`config.mk`:
```
export PLATFORM = sky130hd
export DESIGN_NAME = sensor_frame_builder_crc16_core
export DESIGN_NICKNAME = d
export VERILOG_FILES = /design/src/hdl/sfb_pkg.sv /design/src/hdl/sfb_crc16.sv /design/src/hdl/sensor_frame_builder_crc16_core.sv
export SDC_FILE = /design/constraint.sdc
export NUM_CORES = 1
export LEC_CHECK = 0
export BUFFER_PORTS_ARGS = -buffer_cell sky130_fd_sc_hd__buf_4
export CORE_AREA = 3 3 93 95
export CTS_CLUSTER_DIAMETER = 200
export DETAILED_ROUTE_END_ITERATION = 7
export DIE_AREA = 0 0 96 98
export PLACE_DENSITY = 0.9
export REMOVE_ABC_BUFFERS = 1
export SYNTH_ARGS = -nofsm -noshare
export SYNTH_HDL_FRONTEND = slang
export SYNTH_HIERARCHICAL = 1
export SYNTH_SLANG_ARGS = --single-unit
```
`constraint.sdc`:
```
create_clock -name aclk -period 7.4 [get_ports aclk]
set_input_delay 0.74 -clock aclk [delete_from_list [all_inputs] [get_ports aclk]]
set_output_delay 0.74 -clock aclk [all_outputs]
set_load 0.02 [all_outputs]
```
`src/hdl/sfb_pkg.sv`:
```
// ----------------------------------------------------------------------------
// sfb_pkg
// Shared types, constants and the CRC-16/CCITT-FALSE byte update for the
// sensor frame builder.
// ----------------------------------------------------------------------------
package sfb_pkg;

    localparam int unsigned MAX_PAYLOAD = 255;

    localparam logic [7:0]  SYNC_FIRST  = 8'hAA;
    localparam logic [7:0]  SYNC_SECOND = 8'h55;
    localparam logic [7:0]  ZERO_BYTE   = 8'h00;
    localparam logic [15:0] CRC_INIT    = 16'hFFFF;
    localparam logic [15:0] CRC_POLY    = 16'h1021;

    localparam logic [7:0] VERSION_RESET = 8'd1;
    localparam logic [7:0] TYPE_RESET    = 8'd16;
    localparam logic [7:0] LENGTH_RESET  = 8'd52;

    // configuration register indexes
    localparam logic [1:0] CFG_PROTOCOL_VERSION = 2'd0;
    localparam logic [1:0] CFG_MESSAGE_TYPE     = 2'd1;
    localparam logic [1:0] CFG_PAYLOAD_LENGTH   = 2'd2;

    // position in the byte sequence one transaction produces
    typedef enum logic [12:0] {
        STEP_SYNC0   = 13'b0000000000001,
        STEP_SYNC1   = 13'b0000000000010,
        STEP_VERSION = 13'b0000000000100,
        STEP_TYPE    = 13'b0000000001000,
        STEP_LEN_LO  = 13'b0000000010000,
        STEP_LEN_HI  = 13'b0000000100000,
        STEP_SEQ_LO  = 13'b0000001000000,
        STEP_SEQ_HI  = 13'b0000010000000,
        STEP_RSV0    = 13'b0000100000000,
        STEP_RSV1    = 13'b0001000000000,
        STEP_PAYLOAD = 13'b0010000000000,
        STEP_CRC_LO  = 13'b0100000000000,
        STEP_CRC_HI  = 13'b1000000000000
    } step_t;

    typedef struct packed {
        logic clear;
        logic update;
    } crc_ctrl_t;

    function automatic logic [15:0] crc_byte(input logic [15:0] crc_in,
                                             input logic [7:0]  data);
        logic [15:0] crc;
        crc = crc_in ^ {data, 8'h00};
        for (int i = 0; i < 8; i++) begin
            if (crc[15]) begin
                crc = {crc[14:0], 1'b0} ^ CRC_POLY;
            end else begin
                crc = {crc[14:0], 1'b0};
            end
        end
        return crc;
    endfunction

endpackage

```
`src/hdl/sfb_crc16.sv`:
```
// ----------------------------------------------------------------------------
// sfb_crc16
// Running CRC-16/CCITT-FALSE register, one byte folded in per cycle while update is high.
// ----------------------------------------------------------------------------
module sfb_crc16 (
    input  logic                 aclk,
    input  logic                 aresetn,
    input  sfb_pkg::crc_ctrl_t   ctrl,
    input  logic [7:0]           data,
    output logic [15:0]          crc
);

    logic [15:0] crc_reg;
    logic [15:0] crc_next;

    always_comb begin
        crc_next = crc_reg;
        if (ctrl.clear) begin
            crc_next = sfb_pkg::CRC_INIT;
        end else if (ctrl.update) begin
            crc_next = sfb_pkg::crc_byte(crc_reg, data);
        end
    end

    always_ff @(posedge aclk) begin
        if (!aresetn) begin
            crc_reg <= sfb_pkg::CRC_INIT;
        end else begin
            crc_reg <= crc_next;
        end
    end

    assign crc = crc_reg;

endmodule

```
`src/hdl/sensor_frame_builder_crc16_core.sv`:
```
// ----------------------------------------------------------------------------
// sensor_frame_builder_crc16_core
// Wraps payload bytes into framed packets with a CRC-16/CCITT-FALSE trailer.
// ----------------------------------------------------------------------------
// Usage:
//   s_ channel: one payload byte per transaction. m_ channel: the framed
//   byte stream, one byte per transaction, m_frame_end high on the last
//   (high) CRC byte of each frame. cfg_ channel writes protocol version,
//   message type and payload length; cfg_ready is always high, and writes
//   belong between frames while the block is idle.
//   A payload byte is held in an input register and expanded there into its
//   output bytes, one per cycle unless m_ready holds the output register,
//   into the output register. Each byte thus passes the input register and
//   then the output register before it can be taken. A byte that opens a
//   frame yields 11 output bytes (10 header + payload), the closing byte adds
//   2 CRC bytes, a byte in between yields 1. Throughput is set by the output
//   register: one byte per cycle while m_ready stays high. The next payload
//   byte is accepted in the cycle the last output byte of the current one is
//   loaded, so mid-frame payload bytes flow at one per cycle unless stalled.
//   Reset clears the registers to their defaults, the sequence number to 0
//   and starts a new frame. When m_ready is low the output register holds
//   its byte, the expansion pauses and s_ready drops once the input register
//   is busy.
// ----------------------------------------------------------------------------
module sensor_frame_builder_crc16_core (
    input  logic       aclk,
    input  logic       aresetn,
    input  logic       s_valid,
    output logic       s_ready,
    input  logic [7:0] s_payload_byte,
    output logic       m_valid,
    input  logic       m_ready,
    output logic [7:0] m_out_byte,
    output logic       m_frame_end,
    input  logic       cfg_valid,
    output logic       cfg_ready,
    input  logic [1:0] cfg_index,
    input  logic [7:0] cfg_data
);

    logic [7:0]  version_reg;
    logic [7:0]  type_reg;
    logic [7:0]  length_reg;
    logic [15:0] seq_reg;
    logic [15:0] seq_next;
    logic [7:0]  count_reg;
    logic [7:0]  count_next;

    logic           item_valid_reg;
    logic [7:0]     item_byte_reg;
    sfb_pkg::step_t step_reg;
    sfb_pkg::step_t step_adv;

    logic       m_valid_reg;
    logic [7:0] m_byte_reg;
    logic       m_end_reg;

    logic               out_load;
    logic               frame_last;
    logic               item_done;
    logic               accept;
    logic [7:0]         eff_len;
    logic [7:0]         emit_byte;
    logic [15:0]        crc;
    sfb_pkg::crc_ctrl_t crc_ctrl;

    assign cfg_ready = 1'b1;

    always_ff @(posedge aclk) begin
        if (!aresetn) begin
            version_reg <= sfb_pkg::VERSION_RESET;
            type_reg    <= sfb_pkg::TYPE_RESET;
            length_reg  <= sfb_pkg::LENGTH_RESET;
        end else if (cfg_valid) begin
            case (cfg_index)
                sfb_pkg::CFG_PROTOCOL_VERSION: version_reg <= cfg_data;
                sfb_pkg::CFG_MESSAGE_TYPE:     type_reg    <= cfg_data;
                sfb_pkg::CFG_PAYLOAD_LENGTH:   length_reg  <= cfg_data;
                default: ;
            endcase
        end
    end

    // zero length counts as one, clamp to the maximum payload length
    always_comb begin
        eff_len = length_reg;
        if (eff_len == 8'd0) begin
            eff_len = 8'd1;
        end
        if (16'(eff_len) > 16'(sfb_pkg::MAX_PAYLOAD)) begin
            eff_len = 8'(sfb_pkg::MAX_PAYLOAD);
        end
    end

    assign frame_last = ({1'b0, count_reg} + 9'd1) >= {1'b0, eff_len};
    assign out_load   = item_valid_reg && (!m_valid_reg || m_ready);
    assign item_done  = out_load && ((step_reg == sfb_pkg::STEP_CRC_HI) ||
                        ((step_reg == sfb_pkg::STEP_PAYLOAD) && !frame_last));
    assign s_ready    = !item_valid_reg || item_done;
    assign accept     = s_valid && s_ready;

    always_comb begin
        emit_byte = sfb_pkg::ZERO_BYTE;
        step_adv  = sfb_pkg::STEP_SYNC0;
        case (step_reg)
            sfb_pkg::STEP_SYNC0: begin
                emit_byte = sfb_pkg::SYNC_FIRST;
                step_adv  = sfb_pkg::STEP_SYNC1;
            end
            sfb_pkg::STEP_SYNC1: begin
                emit_byte = sfb_pkg::SYNC_SECOND;
                step_adv  = sfb_pkg::STEP_VERSION;
            end
            sfb_pkg::STEP_VERSION: begin
                emit_byte = version_reg;
                step_adv  = sfb_pkg::STEP_TYPE;
            end
            sfb_pkg::STEP_TYPE: begin
                emit_byte = type_reg;
                step_adv  = sfb_pkg::STEP_LEN_LO;
            end
            sfb_pkg::STEP_LEN_LO: begin
                emit_byte = eff_len;
                step_adv  = sfb_pkg::STEP_LEN_HI;
            end
            sfb_pkg::STEP_LEN_HI: begin
                // effective length never exceeds one byte
                emit_byte = sfb_pkg::ZERO_BYTE;
                step_adv  = sfb_pkg::STEP_SEQ_LO;
            end
            sfb_pkg::STEP_SEQ_LO: begin
                emit_byte = seq_reg[7:0];
                step_adv  = sfb_pkg::STEP_SEQ_HI;
            end
            sfb_pkg::STEP_SEQ_HI: begin
                emit_byte = seq_reg[15:8];
                step_adv  = sfb_pkg::STEP_RSV0;
            end
            sfb_pkg::STEP_RSV0: begin
                emit_byte = sfb_pkg::ZERO_BYTE;
                step_adv  = sfb_pkg::STEP_RSV1;
            end
            sfb_pkg::STEP_RSV1: begin
                emit_byte = sfb_pkg::ZERO_BYTE;
                step_adv  = sfb_pkg::STEP_PAYLOAD;
            end
            sfb_pkg::STEP_PAYLOAD: begin
                emit_byte = item_byte_reg;
                step_adv  = sfb_pkg::STEP_CRC_LO;
            end
            sfb_pkg::STEP_CRC_LO: begin
                emit_byte = crc[7:0];
                step_adv  = sfb_pkg::STEP_CRC_HI;
            end
            sfb_pkg::STEP_CRC_HI: begin
                emit_byte = crc[15:8];
                step_adv  = sfb_pkg::STEP_SYNC0;
            end
            default: begin
                emit_byte = sfb_pkg::ZERO_BYTE;
                step_adv  = sfb_pkg::STEP_SYNC0;
            end
        endcase
    end

    // restart the CRC at a frame start and after the trailer; fold in
    // everything from the version byte through the payload
    always_comb begin
        crc_ctrl.clear  = out_load && ((step_reg == sfb_pkg::STEP_SYNC0) ||
                                       (step_reg == sfb_pkg::STEP_CRC_HI));
        crc_ctrl.update = out_load && (step_reg != sfb_pkg::STEP_SYNC0) &&
                          (step_reg != sfb_pkg::STEP_SYNC1) &&
                          (step_reg != sfb_pkg::STEP_CRC_LO) &&
                          (step_reg != sfb_pkg::STEP_CRC_HI);
    end

    sfb_crc16 u_crc (
        .aclk    (aclk),
        .aresetn (aresetn),
        .ctrl    (crc_ctrl),
        .data    (emit_byte),
        .crc     (crc)
    );

    always_comb begin
        count_next = count_reg;
        if (out_load && (step_reg == sfb_pkg::STEP_PAYLOAD)) begin
            count_next = frame_last ? 8'd0 : count_reg + 8'd1;
        end
    end

    assign seq_next = (out_load && (step_reg == sfb_pkg::STEP_CRC_HI)) ?
                      seq_reg + 16'd1 : seq_reg;

    always_ff @(posedge aclk) begin
        if (!aresetn) begin
            seq_reg   <= '0;
            count_reg <= '0;
        end else begin
            seq_reg   <= seq_next;
            count_reg <= count_next;
        end
    end

    // input register: a new transaction starts with the header when the
    // frame count is back at zero, otherwise with the payload byte
    always_ff @(posedge aclk) begin
        if (!aresetn) begin
            item_valid_reg <= 1'b0;
            step_reg       <= sfb_pkg::STEP_SYNC0;
        end else if (accept) begin
            item_valid_reg <= 1'b1;
            step_reg       <= (count_next == 8'd0) ? sfb_pkg::STEP_SYNC0
                                                   : sfb_pkg::STEP_PAYLOAD;
        end else if (item_done) begin
            item_valid_reg <= 1'b0;
        end else if (out_load) begin
            step_reg <= step_adv;
        end
    end

    always_ff @(posedge aclk) begin
        if (accept) begin
            item_byte_reg <= s_payload_byte;
        end
    end

    always_ff @(posedge aclk) begin
        if (!aresetn) begin
            m_valid_reg <= 1'b0;
        end else if (out_load) begin
            m_valid_reg <= 1'b1;
        end else if (m_ready) begin
            m_valid_reg <= 1'b0;
        end
    end

    always_ff @(posedge aclk) begin
        if (out_load) begin
            m_byte_reg <= emit_byte;
            m_end_reg  <= (step_reg == sfb_pkg::STEP_CRC_HI);
        end
    end

    assign m_valid     = m_valid_reg;
    assign m_out_byte  = m_byte_reg;
    assign m_frame_end = m_end_reg;

`ifndef NO_ASSERTIONS
    // a header is only ever produced at the start of a frame
    a_header_at_frame_start: assert property (@(posedge aclk) disable iff (!aresetn)
        item_valid_reg && (step_reg != sfb_pkg::STEP_PAYLOAD) &&
        (step_reg != sfb_pkg::STEP_CRC_LO) && (step_reg != sfb_pkg::STEP_CRC_HI)
        |-> (count_reg == 8'd0))
        else $error("header step outside frame start");

    // CRC is at its initial value when the second sync byte goes out
    a_crc_init_at_sync: assert property (@(posedge aclk) disable iff (!aresetn)
        item_valid_reg && (step_reg == sfb_pkg::STEP_SYNC1)
        |-> (crc == sfb_pkg::CRC_INIT))
        else $error("CRC not initialized at frame start");

    // frame end leaves the payload count cleared
    a_end_clears_count: assert property (@(posedge aclk) disable iff (!aresetn)
        m_valid_reg && m_end_reg |-> (count_reg == 8'd0))
        else $error("frame ended with payload count pending");

    // a new transaction is taken only when the input register frees up
    a_accept_when_free: assert property (@(posedge aclk) disable iff (!aresetn)
        accept |-> (!item_valid_reg || item_done))
        else $error("input register overwritten");

    // the sequence number advances exactly when a frame end is loaded
    a_seq_on_end: assert property (@(posedge aclk) disable iff (!aresetn)
        (seq_reg != $past(seq_reg)) |-> ($past(out_load) &&
        ($past(step_reg) == sfb_pkg::STEP_CRC_HI)))
        else $error("sequence number changed outside frame end");
`endif

endmodule

```
Yosys cells after proc, flatten, opt, wreduce, memory -nomap -nowiden
Index checks and enable logic that the tools add are counted.
Widths: inputs -> output; s select.

word-level totals
  bits in registers = 96
  bits in latches = 0
  RAM bits = 0
  memory bits (read-only) = 0
  word-level logic and storage cells = 110
  memories kept = 0

operators by class
  add/subtract/negate cells = 3
  multipliers = 0
  divide/modulo/power cells = 0
  magnitude comparators = 1
  equal/unequal tests = 20
  shift-type cells = 0
  multiplexer cells = 35
  bitwise logic cells = 10
  reductions and logical operators = 29

operator list
  cell                   count
  $mux 16                14
  $pmux 13 s12           1
  $mux 13                11
  $pmux 8 s10            1
  $mux 8                 3
  $not 3->3              8
  $add 16x1->16 const B  1
  $logic_not 8->1        2
  $xor 16x16->16         1
  $eq 13x1->1 const B    1
  $eq 13x10->1 const B   1
  $eq 13x11->1 const B   1
  $eq 13x12->1 const B   1
  $eq 13x13->1 const B   1
  $eq 13x2->1 const B    1
  $eq 13x3->1 const B    1
  $eq 13x4->1 const B    1
  $eq 13x5->1 const B    1
  $eq 13x6->1 const B    1
  $eq 13x7->1 const B    1
  $eq 13x8->1 const B    1
  $eq 13x9->1 const B    1
  $ne 13x1->1 const B    1
  $ne 13x12->1 const B   1
  other kinds (18)       41

Depth between registers and ports, before layout
Gate-level depths: netlist (run 1).

  depth after elaboration = 35
  gate-level depth with buffers = 14
  gate-level depth less buffers = 13

Hierarchy
The synthesis (run 1) kept the hierarchy.

by module, submodules not included
  module                           instances  cells each  area an instance (µm²)
  sensor_frame_builder_crc16_core  1          459         4159.0
  sfb_crc16                        1          80          929.6

Worst setup path after synthesis (run 1)
No wires, ideal clock.

  path kind = register to output
  start point = reg count_reg[0]
  end point = out s_ready
  data arrival time = 2.780 ns
  data required time = 6.660 ns
  slack = 3.880 ns
  stages on the path, launching flop included = 13
  cells stage by stage = dfxtp_1 -> ha_1 -> nand2_1 -> nor2_1 -> nand2_1 -> xnor2_1 -> ha_1 -> a211o_1 -> a221oi_1 -> and3_1 -> buf_2 -> nor2_1 -> inv_1

on the way
  longest elaborated chain between the ends = 7

RTL lines
  element                   RTL line                                text
  start: declaration        sensor_frame_builder_crc16_core.sv:46   logic [7:0] count_reg;
  start signal: assignment  sensor_frame_builder_crc16_core.sv:201  count_reg <= count_next;
  $add 8x1->9               sensor_frame_builder_crc16_core.sv:95   assign frame_last = ({1'b0, count_reg} + 9'd1) >= {1'b0, eff_len};
  $ge 9x8->1                sensor_frame_builder_crc16_core.sv:95
  $logic_not 1->1           sensor_frame_builder_crc16_core.sv:98   ((step_reg == sfb_pkg::STEP_PAYLOAD) && !frame_last));
  $logic_and 1x1->1         sensor_frame_builder_crc16_core.sv:98
  $logic_or 1x1->1          sensor_frame_builder_crc16_core.sv:97   assign item_done = out_load && ((step_reg == sfb_pkg::STEP_CRC_HI) ||
  $logic_and 1x1->1         sensor_frame_builder_crc16_core.sv:97
  $logic_or 1x1->1          sensor_frame_builder_crc16_core.sv:99   assign s_ready = !item_valid_reg || item_done;
  end: declaration          sensor_frame_builder_crc16_core.sv:29   output logic s_ready,

Every way passes these cells.

Worst setup path after layout (run 1)
Ends and elaborated chain as after synthesis.

==> results of run 1 <==
-- synthesized netlist by cell type (6+ instances only) --
cell type,n
a21oi_1,24
a221oi_1,9
a22o_1,8
a22oi_1,8
and3_1,9
buf_2,11
clkbuf_1,16
dfxtp_1,79
edfxtp_1,17
ha_1,10
inv_1,14
mux2i_1,29
nand2_1,40
nand2b_1,6
nand3_1,17
nand4_1,10
nor2_1,71
nor3_1,13
nor4_1,8
o211ai_1,7
o21ai_0,20
xnor2_1,13
xnor3_1,6
xor2_1,20
-- through the flow --
stage	instances	hold WS, ns	setup WS (ns)
2_1_floorplan	508	0.441	3.86
3_3_place_gp	646	0.456	3.54
3_5_place_dp	646	0.485	3.33
4_1_cts	662	0.506	2.94
5_1_grt	662	0.538	2.55
6_report	662	0.505	2.94
-- worst min-delay path by stage --
stage / to / cells after the start
2_1_floorplan: version_reg[0] / 2
3_3_place_gp: version_reg[0] / 2
3_5_place_dp: version_reg[6] / 2
4_1_cts: m_valid / 2
5_1_grt: item_byte_reg[5] / 1
6_report: m_valid / 2
-- critical path, stage by stage (launching register included) --
cell	delay, ns
dfxtp_1	0.46
ha_1	0.31
nand2_1	0.15
nor2_1	0.21
nand2_1	0.12
xnor2_1	0.22
ha_1	0.28
a211o_1	0.29
a221oi_1	0.51
and3_1	0.52
nor2_1	0.10
inv_1	0.07
buf_4	0.13
-- kinds of logic after synthesis --
group / Yosys count / synth area share (%)
flip-flops: 96 / 41.1
buffers and inverters: 47 / 3.81
XOR/XNOR: 47 / 11.8
other: 1 / 0.0737
AND/OR/NAND/NOR: 203 / 20.7
multiplexers: 29 / 5.70
adder cells (fa/ha/maj): 10 / 2.46
AO/OA/AOI/OAI: 106 / 14.4
-- where the power goes --
| part | internal, mW | switching (mW) |
|---|---|---|
| clock | 0.125 | 0.196 |
| combinational | 0.0599 | 0.0664 |
| sequential | 0.547 | 0.0122 |
| total | 0.732 | 0.275 |
-- final cells by class --
cell class	count	area [µm²]	area share (%)
clock buffer	9	124	2.24
multi-input combinational	396	2800	50.7
tap	102	128	2.31
inverter	16	60.1	1.09
clock inverter	7	52.6	0.950
sequential	96	2090	37.8
timing repair buffer	36	270	4.89
-- routing by layer --
layer  up-vias  GRT usage [%]
li1       1984              -
met1      2037           36.8
met2       202           40.6
met3        31           6.39
met4         0           8.42
met5         -              0
==> qor.yml, run 1 <==
global_routing:
  grt_overflow: 0
  grt_pass1_vias: 3905
  grt_max_degree: 49
  grt_pass1_wl_um: 19600
  antenna_found_initial: 0
  grt_util_all_layers_pct: 26.5
synthesis:
  netlist_area_um2: 5090
  async_reset_ff_share_pct: 0
  yosys_register_bits: 96
  synth-seq-area-share_pct: 41.1
  synth_ff_type: "dfxtp_1"
  synth.distinct_cells: 65
  yosys.area.top_type: "dfxtp_1"
  ys_warn_count: 6
  synth-edff-count: 17
  synth_top_cells_by_area: "dfxtp_1 (31%), edfxtp_1 (10%), mux2i_1 (5.7%), nor2_1 (5.2%), xor2_1 (3.4%)"
  synth_top_area_share_pct: 31.1
  synthCells: 539
  avgSynthCellArea_um2: 9.44
power:
  power.total_mw: 1.01
  leakagePower_nw: 2.24
  vdd_ir_drop_max_uv: 129
  power.density_nw_per_um2: 182
timing:
  skew_ns: 0.0112
  period_needed_ns: 4.46
  setup_viol: 0
  worstMarginPinSlew_ns: 1.06
  final_hold_viol_count: 0
  period_share_pct: 60.2
  fin_tns_setup_ns: 0
  rsz0062_at_grt: "no"
  fmaxAchievable_mhz: 224
  slew_violations: 0
  slew_headroom_pct: 29.4
cts:
  cts-root-buf: "clkbuf_8"
  ctsResizeCount: 0
  cts_tree: "built"
  clock-sinks: 96
  cts_buffer_depth: 2
  cts_made_buffers: 9
  hold_buffers: 0
  ctsHtreeMaxLevel: 3
  clock_latency_ns: 0.37
  path_clk_slew_ns: 0.10
  postCtsSetupBuffers: 0
drt:
  drt_iter0_drc: 391
  viasPerCell: 6.43
  drt-wirelength-per-cell_um: 18.5
  met3_length_um: 1200
  drt_wl_total_um: 12200
  final_antenna_net_count: 0
  vias: 4254
  routedLengthMet1_um: 5050
  drt-pass1-iter-count: 5
  wl_met2_um: 5680
  drc: 0
  top_layer: "met4"
place:
  place_hpwl_um: 8890
  postPlaceCellArea_um2: 5350
  gp_congestion: 0.970
  numPortBuffers: 33
die:
  fp-row-count: 32
  die_w_um: 96
  core_area_um2: 7810
  fp.dieH_um: 98
  die_area_um2: 9410
  initial_core_util_pct: 65.2
  io_pins: 35
setup_path:
  critPathCaptureType: "primary output"
  regToRegStartpoint: "count_reg[0]"
  cp-endpoint: "s_ready"
  cp-startpoint: "count_reg[0]"
  crit_type: "reg2out"
  arrival_ns: 3.72
  cp_max_fo: 10
  worstPathRequired_ns: 6.66
  critPathLaunchType: "register"
  rr_worst_depth: 11
  r2r-end: "item_byte_reg[4]"
  rrSetupSlack_ns: 3.52
cells_and_area:
  final_common_cell: "dfxtp_1"
  fin_nets: 588
  antennaDiodeCount: 0
  mostFrequentLayoutCells: "dfxtp_1 (79), nor2_1 (71), nand2_1 (40), buf_4 (36), mux2i_1 (29)"
  final_core_util_pct: 70.8
  drive_gt1_share_pct: 13.0
  syn_to_final_growth_pct: 8.65
  fin_area_um2: 5530
  final.fill_count: 594
run:
  maxCapViolCount: 0
worst_hold_path:
  hold_class: "reg2reg"
  hp-start: "item_valid_reg"
status:
  status: "completed"
Power figures use the tool's default switching activity.
==> run 2, diff against run 1 <==
Settings changed: ABC_AREA set to 1, CORE_AREA 3 3 93 95 to 3 3 102 104, DIE_AREA 0 0 96 98 to 0 0 105 107, PLACE_DENSITY 0.9 to 0.82.
Clock period 7.4 ns to 4.1 ns, I/O delays scaled along.
==> qor.yml, run 2 <==
drt:
  drt-wirelength-per-cell_um: 15.2  # was 18.5 µm
  drt_iter0_drc: 374  # was 391
  final_antenna_net_count: 0  # unchanged
  viasPerCell: 5.64  # was 6.43
  drc: 0  # unchanged
  drt-pass1-iter-count: 5  # unchanged
  top_layer: "met4"  # unchanged
  drt_wl_total_um: 13400  # was 12,200 µm
  vias: 4988  # was 4,254
  wl_met2_um: 6360  # was 5680 µm
  routedLengthMet1_um: 5510  # was 5050 µm
  met3_length_um: 1020  # was 1200 µm
die:
  die_w_um: 105  # was 96 µm
  fp-row-count: 36  # was 32
  initial_core_util_pct: 53.9  # was 65.2%
  io_pins: 35  # unchanged
  core_area_um2: 9640  # was 7810 µm²
  fp.dieH_um: 107  # was 98 µm
  die_area_um2: 11200  # was 9410 µm²
worst_hold_path:
  min_to: "item_byte_reg[0]"  # was m_valid
  min_path_cells: 1  # was 2
  hp-start: "s_payload_byte[0]"  # was item_valid_reg
  hold_class: "in2reg"  # was reg2reg
cells_and_area:
  fin_area_um2: 5740  # was 5530 µm²
  drive_gt1_share_pct: 13.8  # was 13.0%
  mostFrequentLayoutCells: "nand2_1 (138), inv_1 (104), dfxtp_1 (79), nor2_1 (68), a21oi_1 (53)"  # was dfxtp_1 (79), nor2_1 (71), nand2_1 (40), buf_4 (36), mux2i_1 (29)
  final_core_util_pct: 59.6  # was 70.8%
  final_cells: 885  # was 662
  fin_nets: 780  # was 588
  antennaDiodeCount: 0  # unchanged
  final_common_cell: "nand2_1"  # was dfxtp_1
  syn_to_final_growth_pct: 10.6  # was 8.65%
power:
  power.density_nw_per_um2: 371  # was 182 nW/µm²
  vdd_ir_drop_max_uv: 199  # was 129 µV
  leakagePower_nw: 2.53  # was 2.24 nW
place:
  place_hpwl_um: 10000  # was 8890 µm
  dpl_worst_slack_ns: 1.05  # was 3.33 ns
  numPortBuffers: 33  # unchanged
  gp_congestion: 0.949  # was 0.970
  dp_cells: 869  # was 646
  postPlaceCellArea_um2: 5550  # was 5350 µm²
synthesis:
  muxShareOfSynthArea_pct: 0  # was 5.70%
  synth_top_family_by_area: "simple AND/OR/NAND/NOR gates"  # unchanged
  synthAdderAreaFrac_pct: 2.41  # was 2.46%
  netlist_area_um2: 5190  # was 5090 µm²
  avgSynthCellArea_um2: 7.28  # was 9.44 µm²
  synthXorXnorAreaFrac_pct: 2.02  # was 11.8%
  synthCells: 713  # was 539
  synth_top_cells_by_area: "dfxtp_1 (30%), nand2_1 (10%), edfxtp_1 (9.8%), inv_1 (7.5%), a21oi_1 (5.1%)"  # was dfxtp_1 (31%), edfxtp_1 (10%), mux2i_1 (5.7%), nor2_1 (5.2%), xor2_1 (3.4%)
  async_reset_ff_share_pct: 0  # unchanged
  yosys_register_bits: 96  # unchanged
  yosysMostFrequentCell: "nand2_1"  # was dfxtp_1
  synth-seq-area-share_pct: 40.3  # was 41.1%
  synth_top_area_share_pct: 30.5  # was 31.1%
  yosys.area.top_type: "dfxtp_1"  # unchanged
  synthTopCellsByCount: "nand2_1 (138), inv_1 (104), dfxtp_1 (79)"  # was dfxtp_1 (79), nor2_1 (71), nand2_1 (40)
  synth_ff_type: "dfxtp_1"  # unchanged
  synth-edff-count: 17  # unchanged
  ys_warn_count: 6  # unchanged
  synth.distinct_cells: 45  # was 65
  synth_compound_area_share_pct: 14.0  # was 14.4%
  synthSimpleGateAreaFrac_pct: 31.3  # was 20.7%
cts:
  hold_buffers: 0  # unchanged
  clock_latency_ns: 0.38  # was 0.37 ns
  cts_tree: "built"  # unchanged
  ctsHtreeMaxLevel: 3  # unchanged
  postCtsSetupBuffers: 0  # unchanged
  cts-root-buf: "clkbuf_8"  # unchanged
  cts_buffer_depth: 2  # unchanged
  path_clk_slew_ns: 0.10  # about the same
  cts_made_buffers: 9  # unchanged
  clock-sinks: 96  # unchanged
  ctsResizeCount: 0  # unchanged
timing:
  worstMarginPinSlew_ns: 0.889  # was 1.06 ns
  setup_ws_ns: 0.937  # was 2.94 ns
  period_needed_ns: 3.16
  rsz0062_at_grt: "no"  # unchanged
  period_share_pct: 77.1
  slew_violations: 0  # unchanged
  setup_viol: 0  # unchanged
  fin_tns_setup_ns: 0  # unchanged
  final_hold_viol_count: 0  # unchanged
  slew_headroom_pct: 40.4  # was 29.4%
  fmaxAchievable_mhz: 316
  skew_ns: 0.0149  # was 0.0112 ns
setup_path:
  worstPathRequired_ns: 3.69  # was 6.66 ns
  crit_type: "reg2out"  # unchanged
  critPathCaptureType: "primary output"  # unchanged
  rr_worst_depth: 18  # was 11
  rrSetupSlack_ns: 1.00  # was 3.52 ns
  arrival_ns: 2.75  # was 3.72 ns
  regToRegStartpoint: "length_reg[1]"  # was count_reg[0]
  cp_slowest_cell: "o41ai_1"  # was and3_1
  critPathLaunchType: "register"  # unchanged
  crit_top_cell: "nand2_1"
  crit_chain: "inv_1 > nand4_1 > o41ai_1 > ha_1 > inv_1 > nand2_1 > nand2_1 > nand3_1 > nand2_1 > nand2_1 > nand2_1 > nand2_2 > nand3_4 > buf_4"  # was ha_1 > nand2_1 > nor2_1 > nand2_1 > xnor2_1 > ha_1 > a211o_1 > a221oi_1 > and3_1 > nor2_1 > inv_1 > buf_4
  critPathMaxStageDelay_ns: 0.53  # was 0.52 ns
  cpLargestDelayFamily: "simple AND/OR/NAND/NOR gates"  # unchanged
  path_buf_inv: 3  # was 2
  cp_max_fo: 7  # was 10
  r2r-end: "step_reg[8]"  # was item_byte_reg[4]
run:
  maxCapViolCount: 0  # unchanged
global_routing:
  grt_overflow: 0  # unchanged
  grt_util_all_layers_pct: 24.6  # was 26.5%
  grt_pass1_vias: 4692  # was 3,905
  grt_max_degree: 34  # was 49
  grt_pass1_wl_um: 22100  # was 19,600 µm
  antenna_found_initial: 0  # unchanged
status:
  status: "completed"  # unchanged
## run 2: cell types whose count changed after synthesis, moves of 10 or more
cell | previous run | this run
a21oi_1 | 24 | 53
inv_1 | 14 | 104
o21ai_0 | 20 | 43
xor2_1 | 20 | 10
mux2i_1 | 29 | 0
clkbuf_1 | 16 | 6
nand2_2 | 0 | 19
xnor2_1 | 13 | 2
nand3_1 | 17 | 47
buf_2 | 11 | 1
nor2_2 | 0 | 10
nand2_1 | 40 | 138
## run 2: stage by stage
stage / power, mW / hold WS [ns]
after floorplan: 1.40 / 0.428
after global placement: 1.51 / 0.449
after detailed placement: 1.53 / 0.474
after CTS: 2.13 / 0.194
after global routing: 2.24 / 0.200
final: 2.13 / 0.214
## run 2: logic make-up after synthesis
| family | after synthesis |
|---|---|
| xor+xnor | 12 |
| simple gates | 338 |
| flops | 96 |
| fa+ha+maj | 10 |
| buf+inv | 128 |
| other cells | 1 |
| compound gates | 128 |
## run 2: report_power, final
| part | leakage [nW] | total, mW | switching, mW | internal [mW] |
|---|---|---|---|---|
| Combinational | 1.63 | 0.453 | 0.305 | 0.148 |
| Clock | 0.101 | 0.610 | 0.351 | 0.259 |
| Sequential | 0.808 | 1.07 | 0.0480 | 1.02 |
| Total | 2.53 | 2.13 | 0.705 | 1.43 |
## run 2: cell type report
type,count,area [µm²]
clock buffers,11,151
clock inverters,5,36.3
fillers,871,3900
inverters,117,449
multi-input cells,489,2590
flip-flops and latches,96,2090
well taps,133,166
repair buffers,34,255
## run 2: worst reg2reg max path: stages (launching register included)
cell and delay (ns):
dfxtp_1 0.32, inv_1 0.15, nand4_1 0.11, o41ai_1 0.53, ha_1 0.35, inv_1 0.05
nand2_1 0.04, nand2_1 0.06, nand3_1 0.06, nand2_1 0.06, nand2_1 0.05, nand2_1 0.20
nand2_2 0.13, nand3_4 0.12, nand2_4 0.11, inv_1 0.32, nor2_2 0.15, o21ai_0 0.13
nor2_1 0.07
## run 2: worst max-delay path by stage
stage | startpoint | to | slack [ns] | depth (start not counted)
2_1_floorplan | m_valid | u_crc/crc[11] | 1.45 | 8
3_3_place_gp | length_reg[3] | step_reg[4] | 1.12 | 18
3_5_place_dp | length_reg[1] | step_reg[8] | 1.05 | 18
4_1_cts | length_reg[1] | s_ready | 0.92 | 14
5_1_grt | length_reg[1] | step_reg[8] | 0.74 | 18
6_report | length_reg[1] | s_ready | 0.94 | 14
## run 2: routing by layer
metal	track usage (%)	vias to the layer above
met5	0	-
met4	12.9	0
met3	4.70	45
met2	40.4	227
met1	30.8	2296
li1	-	2420
